[config.mk]
export PLATFORM = sky130hd
export DESIGN_NAME = scc_ctrl
export DESIGN_NICKNAME = d
export VERILOG_FILES = /design/src/design/assert_macros.svh /design/src/design/scc_pkg.sv /design/src/design/scc_ctrl.sv
export SDC_FILE = /design/constraint.sdc
export NUM_CORES = 1
export LEC_CHECK = 0
export BUFFER_PORTS_ARGS = -buffer_cell sky130_fd_sc_hd__buf_2
export CAP_MARGIN = 20
export CORE_AREA = 2 2 39 41
export CTS_CLUSTER_SIZE = 10
export DETAILED_ROUTE_END_ITERATION = 12
export DIE_AREA = 0 0 41 43
export HOLD_SLACK_MARGIN = 0.15
export PLACE_DENSITY = 0.75
export SLEW_MARGIN = 15
export SYNTH_ARGS = -nofsm -noshare
export SYNTH_HDL_FRONTEND = slang
export SYNTH_SLANG_ARGS = --single-unit
export TNS_END_PERCENT = 50
[constraint.sdc]
create_clock -name clk -period 2 [get_ports clk]
set_input_delay 0.4 -clock clk [delete_from_list [all_inputs] [get_ports clk]]
set_output_delay 0.4 -clock clk [all_outputs]
set_load 0.02 [all_outputs]
[src/design/assert_macros.svh]
// assertion macros used by the scc datapath
// no dependencies; expands to nothing when SYNTHESIS is defined
`ifndef ASSERT_MACROS_SVH
`define ASSERT_MACROS_SVH
`ifndef SYNTHESIS
// property must hold at every clock edge out of reset
`define SCC_ASSERT(lbl, clk, rst_n, prop, msg) \
  lbl: assert property (@(posedge clk) disable iff (!rst_n) prop) else $error(msg);
// condition must never be seen out of reset
`define SCC_NEVER(lbl, clk, rst_n, cond, msg) \
  lbl: assert property (@(posedge clk) disable iff (!rst_n) !(cond)) else $error(msg);
`else
`define SCC_ASSERT(lbl, clk, rst_n, prop, msg)
`define SCC_NEVER(lbl, clk, rst_n, cond, msg)
`endif
`endif

[src/design/scc_pkg.sv]
// shared types and constants for the strongly connected components block
// no dependencies
`timescale 1ns / 1ps
package scc_pkg;

  localparam int VERTEX_W = 6;
  localparam int CFG_W    = 7;
  localparam logic [CFG_W-1:0] CFG_RESET = 7'd64;

  // input beat
  typedef struct packed {
    logic                kind;
    logic [VERTEX_W-1:0] source;
    logic [VERTEX_W-1:0] target;
    logic                present;
  } scc_in_t;

  // result beat
  typedef struct packed {
    logic [VERTEX_W-1:0] vertex;
    logic [VERTEX_W-1:0] component;
    logic                component_end;
    logic                last;
  } scc_out_t;

  // datapath commands
  typedef enum logic [3:0] {
    OP_NONE,
    OP_CAPTURE,
    OP_EDGE_RD,
    OP_EDGE_WB,
    OP_P1_INIT,
    OP_P2_INIT,
    OP_X_INC,
    OP_WALK_START,
    OP_Y_INC,
    OP_PUSH,
    OP_FINISH_POP,
    OP_FINISH_END,
    OP_POP_LOAD,
    OP_FO_RD,
    OP_FLUSH
  } scc_op_t;

  // controller states
  typedef enum logic [3:0] {
    ST_IDLE,
    ST_DECODE,
    ST_EDGE_RD,
    ST_EDGE_WB,
    ST_P1_INIT,
    ST_P1_PICK,
    ST_SCAN,
    ST_POP,
    ST_P2_INIT,
    ST_P2_RD,
    ST_P2_PICK,
    ST_DONE
  } scc_state_t;

  // datapath status to controller
  typedef struct packed {
    logic kind;
    logic edge_ok;
    logic x_end;
    logic x_seen;
    logic y_end;
    logic y_fresh;
    logic depth_zero;
    logic s_skip;
    logic pass2;
  } scc_status_t;

endpackage

[src/design/scc_ctrl.sv]
// controller state machine sequencing edge writes and both walks
// depends on scc_pkg
`timescale 1ns / 1ps
module scc_ctrl import scc_pkg::*; (
  input  logic        clk,
  input  logic        rst_n,
  input  logic        start,
  input  scc_status_t status,
  output scc_op_t     op,
  output logic        busy
);

  scc_state_t state_r, state_nxt;

  // state register
  always_ff @(posedge clk) begin
    if (!rst_n) begin
      state_r <= ST_IDLE;
    end else begin
      state_r <= state_nxt;
    end
  end

  assign busy = state_r != ST_IDLE;

  // next state and command
  always_comb begin
    state_nxt = state_r;
    op        = OP_NONE;
    case (state_r)
      ST_IDLE: begin
        if (start) begin
          op        = OP_CAPTURE;
          state_nxt = ST_DECODE;
        end
      end
      ST_DECODE: begin
        if (status.kind) begin
          state_nxt = ST_P1_INIT;
        end else if (status.edge_ok) begin
          state_nxt = ST_EDGE_RD;
        end else begin
          state_nxt = ST_IDLE;
        end
      end
      ST_EDGE_RD: begin
        op        = OP_EDGE_RD;
        state_nxt = ST_EDGE_WB;
      end
      ST_EDGE_WB: begin
        op        = OP_EDGE_WB;
        state_nxt = ST_IDLE;
      end
      ST_P1_INIT: begin
        op        = OP_P1_INIT;
        state_nxt = ST_P1_PICK;
      end
      ST_P1_PICK: begin
        if (status.x_end) begin
          state_nxt = ST_P2_INIT;
        end else if (status.x_seen) begin
          op = OP_X_INC;
        end else begin
          op        = OP_WALK_START;
          state_nxt = ST_SCAN;
        end
      end
      ST_SCAN: begin
        if (status.y_end) begin
          if (status.depth_zero) begin
            op        = OP_FINISH_END;
            state_nxt = status.pass2 ? ST_P2_RD : ST_P1_PICK;
          end else begin
            op        = OP_FINISH_POP;
            state_nxt = ST_POP;
          end
        end else if (status.y_fresh) begin
          op = OP_PUSH;
        end else begin
          op = OP_Y_INC;
        end
      end
      ST_POP: begin
        op        = OP_POP_LOAD;
        state_nxt = ST_SCAN;
      end
      ST_P2_INIT: begin
        op        = OP_P2_INIT;
        state_nxt = ST_P2_RD;
      end
      ST_P2_RD: begin
        if (status.x_end) begin
          state_nxt = ST_DONE;
        end else begin
          op        = OP_FO_RD;
          state_nxt = ST_P2_PICK;
        end
      end
      ST_P2_PICK: begin
        if (status.s_skip) begin
          op        = OP_X_INC;
          state_nxt = ST_P2_RD;
        end else begin
          op        = OP_WALK_START;
          state_nxt = ST_SCAN;
        end
      end
      ST_DONE: begin
        op        = OP_FLUSH;
        state_nxt = ST_IDLE;
      end
      default: begin
        state_nxt = ST_IDLE;
      end
    endcase
  end

endmodule

# Yosys cells after proc, flatten, opt, wreduce, memory -nomap -nowiden
# Index checks and enable logic that the tools add are counted.
# Widths: inputs -> output; s select.
[word_totals]
in_bits = 12
output_inout_bits = 5
regBits = 4
[op_classes]
eq_ne = 14
reduce_logical = 3
muxes = 20
[ops]
columns = ["operator", "count"]
rows = [
  ["$pmux 4 s11", 1],
  ["$pmux 4 s10", 1],
  ["$mux 4", 9],
  ["$eq 4x3->1 const B", 4],
  ["$eq 4x4->1 const B", 4],
  ["$eq 4x2->1 const B", 2],
  ["$mux 1", 6],
  ["$mux 3", 2],
  ["$eq 4x1->1 const B", 1],
  ["$logic_not 4->1", 1],
  ["$ne 2x2->1 const B", 2],
  ["$reduce_bool 4->1", 1],
  ["$ne 3x3->1 const B", 1],
  ["$reduce_and 3->1", 1],
  ["$mux 2", 1],
]

# Longest topological paths before layout
# Gate-level depths: netlist (run 1).
[depth]
ltp_word = 4
ltp_mapped = 5

# Worst setup path after synthesis (run 1)
# Ideal clock, no wire load.
[synth_timing]
kind = "register to output"
from = "register state_r[2]"
to = "output port op[0]"
n_path_buf = 1
path_stages_with_launch = 6
setup_slack_ps = 92
required_time_ps = 1600
arrival_time_ps = 1508
path_cell_list = "dfxtp_1 -> buf_2 -> or4_1 -> nor2_1 -> a311oi_1 -> o21ai_1"
[synth_between]
elab_chain_len = 2
[synth_lines]
columns = ["element", "line_no", "text"]
rows = [
  ["start: declaration", "scc_ctrl.sv:13", "scc_state_t state_r, state_nxt;"],
  ["start signal: assignment", "scc_ctrl.sv:20", "state_r <= state_nxt;"],
  ["$eq 4x4->1, or another cell as far along", "scc_ctrl.sv:30", "case (state_r)"],
  ["$pmux 4 s11 *", "scc_ctrl.sv:30", ""],
  ["end: declaration", "scc_ctrl.sv:9", "output scc_op_t op,"],
]
# Mark *: on every way between the ends. The rest lies on a longest branch, timed or not.

# Final worst setup path (run 1)
# Same ends and word-level chain as after synthesis.

==> flow_summary.yaml, run 1 <==
critical_path:
  timing.rr.end: "state_r[1]"
  critPathTopFamily: "simple AND/OR/NAND/NOR gates"
  cp_num_buf_inv: 1
  crit_path_end_kind: "primary output"
  r2r.worst_path.cells: 5
  path_class: "register to primary output"
  cp.depth: 5
  cpPeakStageDelay_ps: 420
  critPathArrivalTime_ps: 1530
  setup.worst_path.start: "state_r[2]"
  r2r-start: "state_r[2]"
  endpoint: "op[0]"
  crit_fanout: 7
  crit_required_ps: 1600
  path_cells: "or2b_4, nor4_2, a311oi_1, o21ai_1, buf_4"
  r2r_slack_ps: 390
  cp-start-kind: "register"
  cp_slowest_cell: "dfxtp_1"
drt:
  routed-wl-met3_um: 84
  drc: 0
  totalWireLength_um: 1421
  vias: 635
  wl_met1_um: 632
  drt_iter0_markers: 13
  antenna_left: 0
  vias_per_cell: 5.880
  highest_layer: "met3"
  wire_per_inst_um: 13.16
  route.met2.wl_um: 705
  dr.pass1.iters: 4
clock_network:
  cts_buffers: 3
  cts_setup_buffers: 0
  clockBufferDepth: 2
  cts-root-buf: "clkbuf_4"
  cts_max_level: 1
  clk-insertion-delay-late_ps: 240
  cts_sinks: 4
  cts_tree: "done"
  cts.clk_slew.worst_paths_ps: 40
placement:
  io_buffers: 16
  gp_congestion: 0.7950
  dp_hpwl_um: 1068
  post-place-ws_ps: 246.1
synth:
  synth_cells: 74
  synth_nets: 86
  ys_types: 33
  synth_top_area_share_pct: 15.42
  syn-cell-area_um2: 519.2
  synth-seq-cells: 4
  syn_avg_cell_area_um2: 7.017
  yosys_warnings: 0
  yosysSeqAreaShare_pct: 15.42
  synth_area_leaders: "dfxtp_1, nor2_1, nor2b_1, o21a_1, a21oi_1"
  yosys.area.top_type: "dfxtp_1"
timing:
  max_slew_margin_pct: 73.09
  tightest_slew_ps: 402.8
  slew_violations: 0
  rsz0062_at_grt: "false"
  finalClockSkew_ps: 4.859
  fin_crit_ps: 1926
  setup_ws_ps: 74.28
  hold_viol_final: 0
  max_freq_mhz: 519.3
  setup_viol: 0
  post-route-period-util_pct: 96.29
  tns_ps: 0
final_layout:
  top_register: "state_r"
  diodes: 0
  reg_top3: "state_r (4)"
  syn_to_final_growth_pct: 29.16
  largest_reg_flops: 4
  drive_gt1_share_pct: 34.78
  layout.nets: 106
grt:
  grt_start_max_net_pins: 17
  grt_pass1_wl_um: 2042
  grt_pass1_vias: 528
  overflow: 0
  grtUsageTotal_pct: 16.87
  grt_antenna_before_repair: 0
power_and_ir_drop:
  p_per_area_mw_per_mm2: 547.4
  p_leak_nw: 0.2858
  irDropWorstVdd_v: 0.0002873
die:
  dieHeight_um: 43
  die-area_mm2: 0.001763
  die_w_um: 41
  core_mm2: 0.001384
  pin_count: 17
  initial_core_util_pct: 37.52
  rows: 14
min_path:
  min_from: "rst_n"
  hp-class: "input pin to register"
flow_run:
  maxCapViolations: 0
run_status:
  status: "complete, no violations"
[cell type report]
| cell class | count | area (µm²) |
|---|---|---|
| Clock buffer | 3 | 22.52 |
| Multi-Input combinational cell | 60 | 410.4 |
| Fill cell | 134 | 713.2 |
| Sequential cell | 4 | 82.58 |
| Tap cell | 16 | 20.02 |
| Timing Repair Buffer | 21 | 120.1 |
| Inverter | 4 | 15.01 |
[worst reg2reg max path, stage by stage, from the launching register on]
cell and delay [ps]:
dfxtp_1 350, buf_4 190, or4_1 500, a21oi_1 220, or4b_4 180, o21ai_2 50
[cell families (layout without fill, tap and decap cells)]
| kind of cell | count (synthesis) | in the layout | synth area share, % |
|---|---|---|---|
| AO/OA/AOI/OAI | 29 | 29 | 40.24 |
| buffers and inverters | 10 | 28 | 8.193 |
| flip-flops | 4 | 4 | 15.42 |
| multiplexers | 1 | 1 | 2.169 |
| AND/OR/NAND/NOR | 30 | 30 | 33.97 |
[worst min-delay path by stage]
stage | cells past startpoint | slack, ps | to
3_5_place_dp | 2 | 670 | state_r[2]
6_report | 2 | 420 | state_r[2]
4_1_cts | 2 | 420 | state_r[2]
3_3_place_gp | 2 | 660 | state_r[0]
5_1_grt | 2 | 430 | state_r[2]
2_1_floorplan | 1 | 520 | state_r[2]
[per-stage QoR]
| stage | utilization (%) | std cells | total power [mW] | instance area [µm²] | hold WS [ps] |
|---|---|---|---|---|---|
| CTS | 47.11 | 108 | 0.3581 | 651.9 | 419.0 |
| global placement | 45.48 | 105 | 0.2546 | 629.4 | 659.2 |
| global route | 48.46 | 108 | 0.3955 | 670.6 | 427.0 |
| detailed placement | 45.48 | 105 | 0.2565 | 629.4 | 665.0 |
| finish | 48.46 | 108 | 0.3671 | 670.6 | 418.0 |
| floorplan | - | 74 | 0.2055 | 519.2 | 517.7 |
[power breakdown]
part           total (mW)  internal [mW]  switching, mW  leakage, nW
sequential         0.0953         0.0873        0.00804       0.0337
combinational       0.173         0.0785         0.0944        0.238
clock              0.0990         0.0670         0.0320       0.0138
total               0.367          0.233          0.134        0.286
[metal layers]
metal	up-vias	global-route usage [%]
li1	317	-
met1	293	18.33
met2	25	29.06
met3	0	6.283
met4	0	4.000
met5	-	0
[cell usage after synthesis]
cell / count
nand2b_1: 2
or4b_4: 1
mux2_2: 1
nand2_1: 5
o21ai_1: 2
o21ai_0: 2
buf_2: 4
o2bb2ai_1: 2
nand3b_1: 1
o311a_1: 1
nor2b_1: 4
or4_1: 2
nand4b_1: 1
nor4_1: 2
o32ai_1: 1
a21boi_0: 2
nor4bb_1: 2
nand3_1: 1
a2bb2oi_1: 1
o21a_1: 3
dfxtp_1: 4
a221oi_1: 1
a211oi_1: 1
a311oi_1: 2
a21o_1: 1
o21ai_2: 1
clkbuf_1: 2
nor2_1: 8
inv_1: 4
a21oi_1: 4
a31oi_1: 3
a22o_1: 2
or2b_1: 1
[layout by cell type, fill, tap and decap left out, types with 2 or more instances in the layout]
master	synthesis	layout
o21ai_0	2	2
o21a_1	3	3
inv_1	4	4
a21boi_0	2	2
dfxtp_1	4	2
a21oi_1	4	4
o2bb2ai_1	2	2
nand2_1	5	5
clkbuf_4	0	3
buf_4	0	6
a22o_1	2	2
nor4bb_1	2	2
a31oi_1	3	3
nor2b_1	4	4
nor2_1	8	8
nand2b_1	2	2
buf_2	4	15
a311oi_1	2	2
o21ai_1	2	2
dfxtp_2	0	2
[what timing repair did]
item,CTS,global route
hold buffers,0,0
resized for setup,0,6
setup endpoints to repair,0,2
hold endpoints to repair,0,0
(Power assumes the default switching activity.)
==> run 2: changes to the inputs <==
--- a/config.mk
+++ b/config.mk
@@ -7,10 +7,10 @@
 export LEC_CHECK = 0
 export BUFFER_PORTS_ARGS = -buffer_cell sky130_fd_sc_hd__buf_2
 export CAP_MARGIN = 20
-export CORE_AREA = 2 2 39 41
+export CORE_AREA = 10 10 47 49
 export CTS_CLUSTER_SIZE = 10
 export DETAILED_ROUTE_END_ITERATION = 12
-export DIE_AREA = 0 0 41 43
+export DIE_AREA = 0 0 57 59
 export HOLD_SLACK_MARGIN = 0.15
 export PLACE_DENSITY = 0.75
 export SLEW_MARGIN = 15
==> run 2 against run 1 <==
Utilization increased by 2.5 points. Clock power increased by 8%. Critical endpoint unchanged. Critical path depth unchanged. Cell count increased by 3.7%. Largest power group unchanged. Sequential cell count unchanged. Sequential power increased by 4.1%. Global-route usage decreased by 5.6 points. Wire length increased by 24%.
==> flow_summary.yaml, run 2 (synthesized netlist as in run 1, its figures left out) <==
placement:
  dp_hpwl_um: 1289
  io_buffers: 16
  post-place-ws_ps: 163.3
  gp_congestion: 0.9471
  place_area_um2: 644.4
final_layout:
  top_register: "state_r"
  syn_to_final_growth_pct: 37.59
  finalInstanceArea_um2: 714.4
  largest_reg_flops: 4
  reg_top3: "state_r (4)"
  final_cell_mix: "buf_2, buf_4, nor2_1, nand2_1"
  diodes: 0
  drive_gt1_share_pct: 39.58
  layout.nets: 110
  final_common_cell: "buf_2"
clock_network:
  cts_tree: "done"
  cts_buffers: 3
  cts-root-buf: "clkbuf_4"
  clk-insertion-delay-late_ps: 250
  clockBufferDepth: 2
  cts_sinks: 4
  cts_max_level: 1
  cts.clk_slew.worst_paths_ps: 40
  cts.hold.buffers_added: 0
power_and_ir_drop:
  p_leak_nw: 0.3091
  p_per_area_mw_per_mm2: 548.6
  finalPower_uw: 392.0
  irDropWorstVdd_v: 0.0002119
grt:
  grt_pass1_vias: 666
  grt_start_max_net_pins: 15
  grt_pass1_wl_um: 2987
  grtUsageTotal_pct: 11.24
  grt_antenna_before_repair: 0
  overflow: 0
timing:
  timing.hold.ws_ps: 397.8
  max_slew_margin_pct: 71.39
  slew_violations: 0
  tns_ps: 0
  hold_viol_final: 0
  max_freq_mhz: 514.3
  finalClockSkew_ps: 2.362
  setup_ws_ps: 55.57
  setup_viol: 0
  rsz0062_at_grt: "false"
  post-route-period-util_pct: 97.22
  fin_crit_ps: 1944
  tightest_slew_ps: 425.3
flow_run:
  maxCapViolations: 0
die:
  die_w_um: 57
  core_mm2: 0.001401
  die-area_mm2: 0.003363
  pin_count: 17
  initial_core_util_pct: 37.05
  dieHeight_um: 59
  rows: 14
drt:
  antenna_left: 0
  vias_per_cell: 5.938
  totalWireLength_um: 1765
  dr.pass1.iters: 4
  drc: 0
  wire_per_inst_um: 15.76
  drt_iter0_markers: 10
  vias: 665
critical_path:
  setup.worst_path.start: "state_r[2]"
  crit_path_end_kind: "primary output"
  timing.rr.end: "state_r[2]"
  cp-start-kind: "register"
  r2r-start: "state_r[3]"
  path_class: "register to primary output"
  critPathArrivalTime_ps: 1540
  crit_fanout: 9
  r2r_slack_ps: 410
  r2r.worst_path.cells: 6
  crit_required_ps: 1600
run_status:
  status: "complete, no violations"
min_path:
  min_from: "rst_n"
  hp-class: "input pin to register"
  hold_depth: 2
  hold_end: "state_r[2]"
## run 2: critical path, stage by stage, from the launching register on
cell	delay [ps]
dfxtp_4	360
or4_4	530
nor2_4	110
a311oi_1	40
o21ai_1	100
buf_4	150
## run 2: cell type report
type                    instances  area, µm²
clock buffers                   3      22.52
fillers                       152      686.9
inverters                       4      15.01
multi-input cells              60      417.9
flip-flops and latches          4      88.84
well taps                      16      20.02
repair buffers                 25      150.1
## run 2: worst max-delay path by stage
stage | end | cells after the start
after floorplan | op[0] | 5
after global placement | op[0] | 5
after detailed placement | op[0] | 5
after CTS | op[0] | 5
after global routing | op[0] | 5
final | op[0] | 5
## run 2: through the flow
step                std cells  util, %
floorplan                  74        -
global placement          107    45.98
detailed placement        107    45.98
CTS                       110    47.77
global route              112    50.98
finish                    112    50.98
## run 2: layer usage
metal | vias to the layer above | global-route usage, % | routed length (µm)
met5 | - | 0 | 0
met4 | 0 | 9.060 | 51
met3 | 5 | 4.292 | 119
met2 | 24 | 17.98 | 820
met1 | 311 | 11.53 | 774
li1 | 325 | - | -
## run 2: power breakdown
part | switching (mW) | internal (mW)
sequential | 0.0119 | 0.0874
combinational | 0.0983 | 0.0869
clock | 0.0399 | 0.0675
## run 2: what timing repair did
action                                  in CTS  in global routing
endpoints found under the setup margin       2                  2
setup buffers                                0                  2
hold endpoints to repair                     0                  0
resized for setup                            2                  9
pin swaps                                    0                  2
==> run 3: changes to the inputs <==
--- a/config.mk
+++ b/config.mk
@@ -7,10 +7,10 @@
 export LEC_CHECK = 0
 export BUFFER_PORTS_ARGS = -buffer_cell sky130_fd_sc_hd__buf_2
 export CAP_MARGIN = 20
-export CORE_AREA = 10 10 47 49
+export CORE_AREA = 2 2 39 41
 export CTS_CLUSTER_SIZE = 10
 export DETAILED_ROUTE_END_ITERATION = 12
-export DIE_AREA = 0 0 57 59
+export DIE_AREA = 0 0 41 43
 export HOLD_SLACK_MARGIN = 0.15
 export PLACE_DENSITY = 0.75
 export SLEW_MARGIN = 15
==> constraint.sdc (replaced) <==
create_clock -name clk -period 1.9 [get_ports clk]
set_input_delay 0.38 -clock clk [delete_from_list [all_inputs] [get_ports clk]]
set_output_delay 0.38 -clock clk [all_outputs]
set_load 0.02 [all_outputs]
==> run 3 against run 2 <==
Utilization fell by 1.1 points. Critical path type unchanged. Critical endpoint unchanged. Critical path depth stayed put. Clock skew increased by 1.4 ps. Highest routed layer is now met3. Hold slack gained 14 ps. Sequential power decreased by 3.4%. Count of clock-buffer cells in the layout did not move. Final area is 3.3% lower.
==> flow_summary.yaml, run 3 (synthesized netlist as in run 1, its figures left out) <==
run_status:
  status: "complete, no violations"
drt:
  routed-wl-met3_um: 109
  antenna_left: 0
  highest_layer: "met3"
  wl_met1_um: 648
  drc: 0
  vias_per_cell: 5.748
  drt_iter0_markers: 18
  totalWireLength_um: 1490
  vias: 638
  wire_per_inst_um: 13.42
  dr.pass1.iters: 4
  route.met2.wl_um: 732
power_and_ir_drop:
  finalPower_uw: 390.7
  p_leak_nw: 0.2987
  swShare_pct: 36.45
  clockPowerShare_pct: 26.5
  netSwitchingPower_uw: 142.4
  seq_power_share_pct: 24.5
  power_frac_comb_pct: 49.0
  irDropWorstVdd_v: 0.0004437
  p_per_area_mw_per_mm2: 565.7
  p_int_uw: 248.3
timing:
  setup_ws_ps: 24.80
  finalClockSkew_ps: 3.781
  hold_viol_final: 0
  max_slew_margin_pct: 72.55
  fin_crit_ps: 1875
  tightest_slew_ps: 408.0
  max_freq_mhz: 533.3
  setup_viol: 0
  post-route-period-util_pct: 98.69
  rsz0062_at_grt: "true"
  slew_violations: 0
clock_network:
  cts.hold.buffers_added: 0
  cts_sinks: 4
  cts-root-buf: "clkbuf_4"
  cts_buffers: 3
  cts_max_level: 1
  cts_tree: "done"
  clockBufferDepth: 2
  cts.clk_slew.worst_paths_ps: 40
  clk-insertion-delay-late_ps: 230
critical_path:
  critPathArrivalTime_ps: 1500
  crit_required_ps: 1520
  crit_path_end_kind: "primary output"
  cp-start-kind: "register"
  crit_fanout: 5
  r2r_slack_ps: 340
  timing.rr.end: "state_r[1]"
  r2r.worst_path.cells: 5
  r2r-start: "state_r[2]"
  path_class: "register to primary output"
min_path:
  min_from: "rst_n"
  hp-class: "input pin to register"
  hold_depth: 2
  hold_end: "state_r[2]"
final_layout:
  top_register: "state_r"
  diodes: 0
  largest_reg_flops: 4
  layout.nets: 109
  final_common_cell: "buf_2"
  reg_top3: "state_r (4)"
  final_cell_mix: "buf_2, buf_4, nor2_1, nand2_1"
  syn_to_final_growth_pct: 33.01
  fillerInstances: 144
  finalInstanceArea_um2: 690.7
  fin_util_pct: 49.91
  drive_gt1_share_pct: 35.79
placement:
  dp_hpwl_um: 1104
  gp_congestion: 0.9152
  post-place-ws_ps: 150.6
  io_buffers: 16
  place_area_um2: 644.4
grt:
  grt_pass1_wl_um: 2283
  grt_start_max_net_pins: 17
  overflow: 0
  grt_pass1_vias: 538
  grtUsageTotal_pct: 18.98
  grt_antenna_before_repair: 0
die:
  core_mm2: 0.001384
  rows: 14
  dieHeight_um: 43
  die-area_mm2: 0.001763
  die_w_um: 41
  initial_core_util_pct: 37.52
  pin_count: 17
flow_run:
  maxCapViolations: 0
[run 3: power by group through the flow]
stage	registers [mW]	clock network (mW)	logic (mW)
6_report	0.0958	0.103	0.192
5_1_grt	0.0965	0.122	0.210
4_1_cts	0.0977	0.110	0.182
3_5_place_dp	0.0987	0	0.178
3_3_place_gp	0.0987	0	0.176
2_1_floorplan	0.101	0	0.116
[run 3: area by class of cell]
type	instances	area, µm²	share of cell area (%)
Multi-Input combinational cell	60	402.9	58.33
Timing Repair Buffer	24	142.6	20.65
Sequential cell	4	87.58	12.68
Clock buffer	3	22.52	3.261
Tap cell	16	20.02	2.899
Inverter	4	15.01	2.174
[run 3: how the worst max path moves through the flow]
stage / from / end / slack, ps / cells past startpoint
after floorplan: state_r[2] / op[0] / 10 / 5
after global placement: state_r[3] / op[0] / 200 / 5
after detailed placement: status[4] / op[0] / 150 / 5
after CTS: state_r[1] / op[0] / 3 / 5
after global routing: state_r[1] / op[0] / -50 / 5
final: state_r[1] / op[0] / 20 / 5
[run 3: repair_timing]
| item | CTS | global route |
|---|---|---|
| setup endpoints to repair | 1 | 2 |
| resized for setup | 3 | 4 |
| buffers inserted | 0 | 1 |
| pin swaps | 0 | 1 |
[run 3: layer usage]
layer	up-vias	GRT usage (%)
met4	0	6.000
met3	0	7.853
met2	25	27.19
met1	288	25.08
met5	-	0
li1	325	-
[run 3: worst max-delay path, cell delays in order, from the launching register on]
cell      delay, ps
dfxtp_4         350
or4_4           510
nor2_2          110
a311oi_1         50
o21ai_1          90
buf_4           150
[run 3: stage by stage]
step	hold WS (ps)	setup TNS (ps)	cells
final	412.0	0	111
after global routing	398.5	-72.28	111
after CTS	410.3	0	110
after detailed placement	653.2	0	107
after global placement	658.6	0	107
after floorplan	497.7	0	74
